File: config.mk
export PLATFORM = sky130hd
export DESIGN_NAME = delta_list_task_timer
export DESIGN_NICKNAME = d
export VERILOG_FILES = /design/src/rtl/dltt_pkg.sv /design/src/rtl/delta_list_task_timer.sv
export SDC_FILE = /design/constraint.sdc
export NUM_CORES = 2
export LEC_CHECK = 0
export BUFFER_PORTS_ARGS = -buffer_cell sky130_fd_sc_hd__buf_4
export CAP_MARGIN = 30
export CORE_MARGIN = 10
export CORE_UTILIZATION = 31
export CTS_BUF_LIST = sky130_fd_sc_hd__clkbuf_8
export DETAILED_ROUTE_END_ITERATION = 16
export GPL_ROUTABILITY_DRIVEN = 1
export PLACE_DENSITY = 0.46
export SYNTH_ARGS = -nofsm -noshare
export SYNTH_HDL_FRONTEND = slang
export SYNTH_SLANG_ARGS = --single-unit
export TNS_END_PERCENT = 50
File: constraint.sdc
create_clock -name i_clk -period 10 [get_ports i_clk]
set_input_delay 2 -clock i_clk [delete_from_list [all_inputs] [get_ports i_clk]]
set_output_delay 2 -clock i_clk [all_outputs]
set_load 0.01 [all_outputs]
File: src/rtl/dltt_pkg.sv
// ----------------------------------------------------------------------------
// dltt_pkg
// shared types and constants of the delta-list task timer
// ----------------------------------------------------------------------------
`default_nettype none

package dltt_pkg;

    localparam int MAX_SLOTS = 16;
    localparam int SLOT_W    = $clog2(MAX_SLOTS);
    localparam int CNT_W     = $clog2(MAX_SLOTS + 1);
    localparam int DLY_W     = 13;

    // one 10 ms tick: q = (x * 52429) >> 19 is exact for 16-bit x
    localparam logic [15:0] RECIP_10 = 16'd52429;
    localparam int          RECIP_SH = 19;

    localparam logic [4:0] NO_SLOT = 5'd16;

    localparam logic [1:0] OP_ADD    = 2'd0;
    localparam logic [1:0] OP_TICK   = 2'd1;
    localparam logic [1:0] OP_CANCEL = 2'd2;

    localparam logic [2:0] STAT_ADDED     = 3'd0;
    localparam logic [2:0] STAT_FULL      = 3'd1;
    localparam logic [2:0] STAT_TICK_IDLE = 3'd2;
    localparam logic [2:0] STAT_FIRED     = 3'd3;
    localparam logic [2:0] STAT_CANCELLED = 3'd4;
    localparam logic [2:0] STAT_SLOT_FREE = 3'd5;

    typedef struct packed {
        logic [1:0]  op;
        logic [15:0] delay_ms;
        logic [15:0] period_ms;
        logic [3:0]  slot;
    } t_in_item;

    typedef struct packed {
        logic [2:0] status;
        logic [4:0] task_slot;
    } t_out_item;

    typedef enum logic [3:0] {
        S_IDLE,
        S_DIV_DLY,
        S_DIV_PER,
        S_TICK_DEC,
        S_ENQ_CMP,
        S_ENQ_FIX,
        S_ENQ_INS,
        S_CAN_FIND,
        S_CAN_CREDIT
    } t_state;

endpackage

`default_nettype wire

File: src/rtl/delta_list_task_timer.sv
// ----------------------------------------------------------------------------
// delta_list_task_timer
// timer queue of task slots kept as a delta list, run by a small sequencer
// ----------------------------------------------------------------------------
// A command transfer happens at a rising edge with start high and busy low.
// Each command gives exactly one result, shown on o_result for one cycle with
// o_done high; the receiver cannot stall it, so it must take every result.
// Commands run on one shared 13-bit add/subtract/compare unit that walks the
// delta list one entry per cycle, plus one 16x16 multiplier for the divide by
// ten. An add divides delay and period by ten, walks to its insert position
// (up to 15), adjusts the entry that it goes in front of, if any, and inserts;
// a tick decrements the head and, if it is due, fires a one-shot slot or
// requeues a periodic slot by the same walk; a cancel walks to the slot,
// credits its delay to its successor, if any, and removes it. An empty-list
// tick, full, free slot and unused codes answer at once. No command runs
// longer than an add at the tail of a list of fifteen. busy is low in the
// cycle of the strobe, so a new command may transfer there. No clearing pass is needed after reset.
// ----------------------------------------------------------------------------
`default_nettype none

module delta_list_task_timer (
    input  wire logic                i_clk,
    input  wire logic                i_rst_n,
    input  wire logic                start,
    input  wire dltt_pkg::t_in_item  i_item,
    output logic                     busy,
    output logic                     o_done,
    output dltt_pkg::t_out_item      o_result
);
    import dltt_pkg::*;

    // sequencer and working registers
    t_state                r_state,  n_state;
    t_in_item              r_in,     n_in;
    logic [SLOT_W-1:0]     r_slot,   n_slot;    // slot being added, fired or cancelled
    logic [DLY_W-1:0]      r_acc,    n_acc;     // running delay during the list walk
    logic [CNT_W-1:0]      r_pos,    n_pos;     // list position of the walk
    logic [2:0]            r_fin_st, n_fin_st;  // status to report after an insert (add or requeue)
    logic                  r_done,   n_done;
    t_out_item             r_result, n_result;

    // slot table and delta list
    logic [DLY_W-1:0]      r_rel    [MAX_SLOTS];
    logic [DLY_W-1:0]      n_rel    [MAX_SLOTS];
    logic [DLY_W-1:0]      r_reload [MAX_SLOTS];
    logic [DLY_W-1:0]      n_reload [MAX_SLOTS];
    logic [SLOT_W-1:0]     r_order  [MAX_SLOTS];
    logic [SLOT_W-1:0]     n_order  [MAX_SLOTS];
    logic [MAX_SLOTS-1:0]  r_used,   n_used;
    logic [CNT_W-1:0]      r_count,  n_count;

    // read ports and shared unit
    logic [SLOT_W-1:0]     q_addr;
    logic [SLOT_W-1:0]     ord_rd;
    logic [SLOT_W-1:0]     d_addr;
    logic [DLY_W-1:0]      dly_rd;
    logic [DLY_W-1:0]      alu_a;
    logic [DLY_W-1:0]      alu_b;
    logic                  alu_sub;
    logic [DLY_W:0]        alu_res;    // top bit is the borrow on subtract
    logic [15:0]           div_src;
    logic [31:0]           prod;
    logic [DLY_W-1:0]      quo;
    logic [DLY_W-1:0]      dec_val;

    // free slot search
    logic [SLOT_W-1:0]     free_idx;
    logic                  free_found;
    logic [SLOT_W-1:0]     sel_idx;
    logic                  sel_ok;

    // list moves
    logic                  pop_en;     // close the gap at r_pos
    logic                  ins_en;     // open a gap at r_pos and place r_slot

    assign busy     = (r_state != S_IDLE);
    assign o_done   = r_done;
    assign o_result = r_result;

    // lowest free slot
    always_comb begin
        free_idx   = '0;
        free_found = 1'b0;
        for (int k = MAX_SLOTS - 1; k >= 0; k--) begin
            if (!r_used[k]) begin
                free_idx   = SLOT_W'(k);
                free_found = 1'b1;
            end
        end
    end

    assign sel_idx = SLOT_W'(i_item.slot);
    assign sel_ok  = (CNT_W'(i_item.slot) < CNT_W'(MAX_SLOTS));

    // one address per table each cycle
    always_comb begin
        if (r_state == S_CAN_CREDIT) begin
            q_addr = SLOT_W'(r_pos + CNT_W'(1));   // successor of the cancelled entry
        end else begin
            q_addr = SLOT_W'(r_pos);
        end
        ord_rd = r_order[q_addr];
        d_addr = (r_state == S_CAN_FIND) ? r_slot : ord_rd;
        dly_rd = r_rel[d_addr];
    end

    // shared add/subtract/compare unit
    always_comb begin
        alu_a   = '0;
        alu_b   = '0;
        alu_sub = 1'b1;
        case (r_state)
            S_TICK_DEC: begin
                alu_a = dly_rd;
                alu_b = DLY_W'(1);
            end
            S_ENQ_CMP: begin
                alu_a = r_acc;
                alu_b = dly_rd;
            end
            S_ENQ_FIX: begin
                alu_a = dly_rd;
                alu_b = r_acc;
            end
            S_CAN_CREDIT: begin
                alu_a   = dly_rd;
                alu_b   = r_acc;
                alu_sub = 1'b0;
            end
            default: begin
                alu_a = '0;
            end
        endcase
        if (alu_sub) begin
            alu_res = {1'b0, alu_a} - {1'b0, alu_b};
        end else begin
            alu_res = {1'b0, alu_a} + {1'b0, alu_b};
        end
    end

    // divide by ten through the reciprocal
    assign div_src = (r_state == S_DIV_DLY) ? r_in.delay_ms : r_in.period_ms;
    assign prod    = div_src * RECIP_10;
    assign quo     = prod[RECIP_SH +: DLY_W];
    assign dec_val = (dly_rd != '0) ? alu_res[DLY_W-1:0] : '0;

    // next state and outputs
    always_comb begin
        n_state  = r_state;
        n_in     = r_in;
        n_slot   = r_slot;
        n_acc    = r_acc;
        n_pos    = r_pos;
        n_fin_st = r_fin_st;
        n_done   = 1'b0;
        n_result = r_result;
        n_rel    = r_rel;
        n_reload = r_reload;
        n_used   = r_used;
        n_count  = r_count;
        pop_en   = 1'b0;
        ins_en   = 1'b0;

        case (r_state)
            S_IDLE: begin
                if (start) begin
                    n_in  = i_item;
                    n_pos = '0;
                    case (i_item.op)
                        OP_ADD: begin
                            if (!free_found || (r_count >= CNT_W'(MAX_SLOTS))) begin
                                n_done   = 1'b1;
                                n_result = '{status: STAT_FULL, task_slot: NO_SLOT};
                            end else begin
                                n_slot           = free_idx;
                                n_used[free_idx] = 1'b1;
                                n_fin_st         = STAT_ADDED;
                                n_state          = S_DIV_DLY;
                            end
                        end
                        OP_TICK: begin
                            if (r_count == '0) begin
                                n_done   = 1'b1;
                                n_result = '{status: STAT_TICK_IDLE, task_slot: NO_SLOT};
                            end else begin
                                n_fin_st = STAT_FIRED;
                                n_state  = S_TICK_DEC;
                            end
                        end
                        OP_CANCEL: begin
                            if (!sel_ok || !r_used[sel_idx]) begin
                                n_done   = 1'b1;
                                n_result = '{status: STAT_SLOT_FREE, task_slot: NO_SLOT};
                            end else begin
                                n_slot  = sel_idx;
                                n_state = S_CAN_FIND;
                            end
                        end
                        default: begin
                            n_done   = 1'b1;
                            n_result = '{status: STAT_TICK_IDLE, task_slot: NO_SLOT};
                        end
                    endcase
                end
            end

            S_DIV_DLY: begin
                n_acc   = quo;
                n_state = S_DIV_PER;
            end

            S_DIV_PER: begin
                n_reload[r_slot] = quo;
                n_state          = S_ENQ_CMP;
            end

            S_TICK_DEC: begin
                // head sits at position zero
                n_slot         = ord_rd;
                n_rel[ord_rd]  = dec_val;
                if (dec_val != '0) begin
                    n_state  = S_IDLE;
                    n_done   = 1'b1;
                    n_result = '{status: STAT_TICK_IDLE, task_slot: NO_SLOT};
                end else begin
                    // head fires; its delay is zero so the successor gains nothing
                    pop_en  = 1'b1;
                    n_count = r_count - CNT_W'(1);
                    if (r_reload[ord_rd] != '0) begin
                        n_acc   = r_reload[ord_rd];
                        n_state = S_ENQ_CMP;
                    end else begin
                        n_used[ord_rd] = 1'b0;
                        n_state        = S_IDLE;
                        n_done         = 1'b1;
                        n_result       = '{status: STAT_FIRED, task_slot: 5'(ord_rd)};
                    end
                end
            end

            S_ENQ_CMP: begin
                if (r_pos >= r_count) begin
                    n_state = S_ENQ_INS;
                end else if (alu_res[DLY_W]) begin
                    // new deadline is earlier: it goes in front of this entry
                    n_state = S_ENQ_FIX;
                end else begin
                    n_acc = alu_res[DLY_W-1:0];
                    n_pos = r_pos + CNT_W'(1);
                end
            end

            S_ENQ_FIX: begin
                n_rel[ord_rd] = alu_res[DLY_W-1:0];
                n_state       = S_ENQ_INS;
            end

            S_ENQ_INS: begin
                ins_en        = 1'b1;
                n_rel[r_slot] = r_acc;
                n_count       = r_count + CNT_W'(1);
                n_state       = S_IDLE;
                n_done        = 1'b1;
                n_result      = '{status: r_fin_st, task_slot: 5'(r_slot)};
            end

            S_CAN_FIND: begin
                if (r_pos >= r_count) begin
                    n_used[r_slot] = 1'b0;
                    n_state        = S_IDLE;
                    n_done         = 1'b1;
                    n_result       = '{status: STAT_CANCELLED, task_slot: 5'(r_slot)};
                end else if (ord_rd == r_slot) begin
                    n_acc = dly_rd;
                    if ((r_pos + CNT_W'(1)) < r_count) begin
                        n_state = S_CAN_CREDIT;
                    end else begin
                        // last entry: nothing to credit
                        pop_en         = 1'b1;
                        n_count        = r_count - CNT_W'(1);
                        n_used[r_slot] = 1'b0;
                        n_state        = S_IDLE;
                        n_done         = 1'b1;
                        n_result       = '{status: STAT_CANCELLED, task_slot: 5'(r_slot)};
                    end
                end else begin
                    n_pos = r_pos + CNT_W'(1);
                end
            end

            S_CAN_CREDIT: begin
                n_rel[ord_rd]  = alu_res[DLY_W-1:0];
                pop_en         = 1'b1;
                n_count        = r_count - CNT_W'(1);
                n_used[r_slot] = 1'b0;
                n_state        = S_IDLE;
                n_done         = 1'b1;
                n_result       = '{status: STAT_CANCELLED, task_slot: 5'(r_slot)};
            end

            default: begin
                n_state = S_IDLE;
            end
        endcase

        // list moves, every entry at once
        n_order = r_order;
        for (int k = 0; k < MAX_SLOTS; k++) begin
            if (pop_en && (CNT_W'(k) >= r_pos) && (k < MAX_SLOTS - 1)) begin
                n_order[k] = r_order[(k + 1) % MAX_SLOTS];
            end
            if (ins_en) begin
                if (CNT_W'(k) > r_pos) begin
                    n_order[k] = r_order[(k + MAX_SLOTS - 1) % MAX_SLOTS];
                end else if (CNT_W'(k) == r_pos) begin
                    n_order[k] = r_slot;
                end
            end
        end
    end

    // control state
    always_ff @(posedge i_clk) begin
        if (!i_rst_n) begin
            r_state <= S_IDLE;
            r_done  <= 1'b0;
            r_used  <= '0;
            r_count <= '0;
        end else begin
            r_state <= n_state;
            r_done  <= n_done;
            r_used  <= n_used;
            r_count <= n_count;
        end
    end

    // payload and table contents
    always_ff @(posedge i_clk) begin
        r_in     <= n_in;
        r_slot   <= n_slot;
        r_acc    <= n_acc;
        r_pos    <= n_pos;
        r_fin_st <= n_fin_st;
        r_result <= n_result;
        r_rel    <= n_rel;
        r_reload <= n_reload;
        r_order  <= n_order;
    end

endmodule

`default_nettype wire

# Word-level counts from Yosys, hierarchy flattened
# Index checks and enable logic that the tools add are counted.
# W data, S select, Z words.
dict set report word_totals {
  in_bits 41
  wordCells 427
  out_inout_bits 10
  regBits 571
}
dict set report op_classes {
  magnitude_cmp 47
  n_mux 201
  n_reduce_logical 52
  mul 1
  eq_ne 52
  bitwise 9
  n_addsub 5
}
# op count
set ops {}
lappend ops {{$bwmux W208} 4}
lappend ops {{$pmux W208 S3} 1}
lappend ops {{$mux W4} 94}
lappend ops {{$mux W13} 13}
lappend ops {{$mux W16} 9}
lappend ops {{$bmux W13 S4} 2}
lappend ops {{$demux W13 S4} 2}
lappend ops {{$mux W8} 9}
lappend ops {{$pmux W16 S4} 1}
lappend ops {{$pmux W13 S4} 1}
lappend ops {{$mux W5} 9}
lappend ops {{$eq A4 B5 Y1 const A} 8}
lappend ops {{$gt A4 B5 Y1 const A} 8}
lappend ops {{$pmux W8 S5} 1}
lappend ops {{$pmux W13 S3} 1}
lappend ops {{$reduce_bool A13 Y1} 3}
lappend ops {{$ge A4 B5 Y1 const A} 7}
lappend ops {{$and A16 B16 Y16} 2}
lappend ops {{$mul A16 B16 Y32 const B} 1}
lappend ops {{$mux W1} 32}
lappend ops {{$not A16 Y16} 2}
lappend ops {{$pmux W4 S7} 1}
lappend ops {{$ne A3 B3 Y1 const B} 9}
lappend ops {{$pmux W13 S2} 1}
lappend ops {{other kinds (62)} 146}

# Logic depth before layout (Yosys ltp)
dict set report depth {
  depth_word 25
  ltp_mapped 41
  depth_no_buf 33
}

# Worst setup path before layout
# OpenSTA, ideal clock, no wires.
dict set report synth_path {
  path_type {reg-to-reg}
  from {register r_pos[1]}
  to {register r_acc[0], enable pin}
  setup_time_ps 456
  t_required_ps 9544
  stages_incl_launch_ff 38
  setup_slack_ps -480
  synth_period_minus_slack_ps 10480
  arrival_ps 10024
  n_path_buf 6
  path_cell_list {edfxtp_1 > clkbuf_1 > buf_2 > buf_2 > inv_1 > ha_1 > clkbuf_1 > clkbuf_1 > mux2_2 > o21ai_0 > o2111ai_1 > nand3_1 > o21a_1 > clkbuf_1 > mux2_2 > a22oi_1 > nand2_1 > o21ai_0 > (+2 left out) > nand2_1 > o21ai_0 > fa_1 > a21o_1 > a21oi_1 > o21ai_0 > a21o_1 > a21o_1 > a21o_1 > a21o_1 > a21o_1 > a21oi_1 > xor2_1 > and3_1 > o21bai_4 > a21o_1 > o21ai_1 > a2111oi_0}
}
dict set report synth_between {
  elab_chain_len 18
  elab_cells_between_ends 33
  classes_between {3 x add/sub; 1 x order compare; 7 x eq/ne; 15 x mux; 3 x bitwise; 4 x reduce/logical}
}
# element line_no
set synth_rtl {}
lappend synth_rtl {{from (decl)} delta_list_task_timer.sv:37} ;# logic [CNT_W-1:0] r_pos, n_pos;
lappend synth_rtl {{from (signal assigned)} delta_list_task_timer.sv:342} ;# r_pos <= n_pos;
lappend synth_rtl {{$add A5 B1 Y5} n/a}
lappend synth_rtl {{$mux W4} delta_list_task_timer.sv:97} ;# if (r_state == S_CAN_CREDIT) begin
lappend synth_rtl {{$not A4 Y5 (implied by the code)} delta_list_task_timer.sv:102} ;# ord_rd = r_order[q_addr];
lappend synth_rtl {{$bmux W4 S4} delta_list_task_timer.sv:102}
lappend synth_rtl {{$mux W4 (implied by the code) (2 in a row)} delta_list_task_timer.sv:102}
lappend synth_rtl {{$mux W4} delta_list_task_timer.sv:103} ;# d_addr = (r_state == S_CAN_FIND) ? r_slot : ord_rd;
lappend synth_rtl {{$not A4 Y5 (implied by the code)} delta_list_task_timer.sv:104} ;# dly_rd = r_rel[d_addr];
lappend synth_rtl {{$bmux W13 S4} delta_list_task_timer.sv:104}
lappend synth_rtl {{$mux W13 (implied by the code) (2 in a row)} delta_list_task_timer.sv:104}
lappend synth_rtl {{$pmux W13 S3 or $pmux W13 S2 (tied branches)} delta_list_task_timer.sv:112} ;# case (r_state)
lappend synth_rtl {{$sub A13 B13 Y14 or $add A13 B13 Y14 (tied branches)} {delta_list_task_timer.sv:135, delta_list_task_timer.sv:137}}
lappend synth_rtl {{$mux W14} delta_list_task_timer.sv:134} ;# if (alu_sub) begin
lappend synth_rtl {{$mux W13} delta_list_task_timer.sv:145} ;# assign dec_val = (dly_rd != '0) ? alu_res[DLY_W-1:0] : '0;
lappend synth_rtl {{$reduce_bool A13 Y1} delta_list_task_timer.sv:221} ;# if (dec_val != '0) begin
lappend synth_rtl {{$ne A2 B2 Y1 (no source line)} n/a}
lappend synth_rtl {{$reduce_and A7 Y1 (no source line) (*)} n/a}
lappend synth_rtl {{to (signal assigned)} delta_list_task_timer.sv:341} ;# r_acc <= n_acc;
lappend synth_rtl {{to (decl)} delta_list_task_timer.sv:36} ;# logic [DLY_W-1:0] r_acc, n_acc;
# Mark *: on every way between the ends. The rest lies on a longest branch, timed or not. The select of a mux whose other input is x is not followed.
# A chain may end at the register's enable or synchronous reset.

==> flow_summary.toml <==
[run_status]
status = "completed"

[setup_path]
arrival_ns = 10.10
path_buf_inv = 2
slowest_stage = "or4b_4"
crit_path_max_fanout = 27
cpPeakStageDelay_ns = 0.73
cp_top_family = "compound AO/OA/AOI/OAI gates"
critical_path_class = "flop to flop"
cp-start-kind = "flop"
cp-end-kind = "flop"
required_ns = 10.70
cpMostUsedCell = "a21o_1"

[logic_synthesis]
yosys_warnings = 0
synth-edff-count = 483
ys_ff_latch = 569
ys_types = 98
synth_largest_area_cell = "edfxtp_1"
synth_nets = 4276
syn-instance-count = 3984
syn_avg_cell_area_um2 = 9.90
synthArstFlopShare_pct = 0
synthFlopType = "edfxtp_1"
netlist_area_um2 = 39500
yosysSeqAreaShare_pct = 41.1
synth_area_leaders = "edfxtp_1 (37%), mux2i_1 (8.5%), nand2_1 (6.4%)"
netlist.area_leader.share_pct = 36.8

[layout]
finalNonFillerCells = 5721
final_nets = 4274
final_cell_mix = "nand2_1 (670), edfxtp_1 (483), mux2i_1 (336), o21ai_0 (227)"
drive_gt1_share_pct = 12.7
utilization_pct = 35.1
layout_commonest_cell = "nand2_1"
final_cell_area_um2 = 44200
area_growth_pct = 12.1
fillCellCount = 12706

[floorplan]
start_util_pct = 31.3
core_area_um2 = 126000
fp.dieH_um = 377
fp.dieArea_um2 = 142000
io_pins = 51
die_w_um = 377
placementRows = 130

[timing]
finalHoldViolations = 0
slew-limit-headroom_pct = 26.1
rsz0062_at_grt = "false"
fmax_ghz = 0.106
worst_pin_slew_ns = 1.10
setup_violations = 0
setup_tns_ns = 0
fin_crit_ns = 9.40
fin_crit_sh_pct = 94.0
fin_skew_ns = 0.0619
slew_violations = 0

[clock_network]
clkSinkCount = 569
cts.clk_slew.worst_paths_ns = 0.07
cts_tree = "done"
h-tree-depth = 3
cts_root_buffer = "clkbuf_8"
postCtsResizedCells = 0
clockBufferDepth = 3
cts_buffers = 109
cts_hold_buf = 0
insertion_delay_ns = 0.87

[drt]
drt_iter0_drc = 3169
avgRoutedWirePerCell_um = 26.7
num_vias = 33238
finalWirelength_um = 153000
dr.pass1.iters = 7
viasPerCell = 5.81
ant_nets = 0
post-route-drc-count = 0

[grt]
grt_start_max_net_pins = 120
overflow = 0
grt_pass1_wl_um = 226000
grt_pass1_vias = 32034
antenna_found_initial = 5
grt_util_all_layers_pct = 20.9

[placement]
dpl.hpwl_um = 99800
io_buffers = 50
dp_cells = 5517
dpl-instance-area_um2 = 42100
gp_congestion = 0.943

[worst_hold_path]
hp-class = "flop to flop"

[flow_run]
cap_violations = 0
-- metrics by stage --
step | hold WS (ns) | worst slack [ns]
4_1_cts | 0.529 | 0.640
3_3_place_gp | 0.510 | 0.730
3_5_place_dp | 0.520 | 0.684
5_1_grt | 0.555 | 0.0595
6_report | 0.532 | 0.597
2_1_floorplan | 0.460 | 0.143
-- routing by layer --
metal / routed length, µm / track usage, %
met1: 69600 / 29.8
met2: 66700 / 31.8
met3: 11900 / 4.09
met4: 4570 / 6.31
met5: 13 / 0
-- Yosys cell counts (42+ instances only) --
library cell	number
a21oi_1	102
edfxtp_1	483
nor2_1	206
nand2_1	670
fa_1	83
clkbuf_1	249
nand3_1	55
nor3_1	59
mux2_2	50
and2_1	42
ha_1	168
inv_1	177
o21ai_0	244
mux2i_1	336
a22oi_1	49
dfxtp_1	86
a211oi_1	64
a221o_1	44
o221ai_1	217
-- worst paths after layout --
| kind | startpoint | endpoint | slack, ns | depth (start not counted) |
|---|---|---|---|---|
| worst max-delay path | r_state[3] | r_order[13] | 0.60 | 28 |
| worst min-delay path | r_count[4] | r_count[4] | 0.53 | 2 |
| worst min register to register | r_count[4] | r_count[4] | 0.53 | 2 |
| worst max register to register | r_state[3] | r_order[13] | 0.60 | 28 |
-- what timing repair did --
action	CTS	global route
setup buffers	0	4
setup endpoints to repair	0	11
hold endpoints to repair	0	0
-- state kept, by name (all words and copies together) (netlist names) --
register / flops
r_fin_st: 1
r_reload: 208
r_slot: 4
r_rel: 208
o_done: 1
r_acc: 13
r_order: 64
r_pos: 5
r_count: 5
r_state: 4
o_result: 8
r_in: 32
r_used: 16
-- cell families after synthesis --
family	count (synthesis)	synth area share, %
AND/OR/NAND/NOR	1173	13.0
AO/OA/AOI/OAI	1006	18.4
flip-flops	569	41.1
buffers and inverters	512	5.26
multiplexers	418	11.5
adder cells (fa/ha/maj)	251	9.54
XOR/XNOR	55	1.22
-- worst min-delay path, cell delays in order (launching register included) --
cell	delay, ns
dfxtp_1	0.35
nand2_1	0.08
mux2i_1	0.06
-- layout make-up --
cell class                 instances  area [µm²]  share of cell area (%)
sequential                       569       16200                    36.7
timing repair buffer             221        1770                    4.00
clock inverter                    78         419                   0.948
clock buffer                     117        1610                    3.64
inverter                         178         676                    1.53
tap                             1650        2060                    4.67
antenna                            5        12.5                  0.0283
multi-input combinational       2903       21400                    48.5
Power is left out: the tool's default activity adds up to more than one toggle a clock period on the data nets, which glitch-free logic cannot reach.
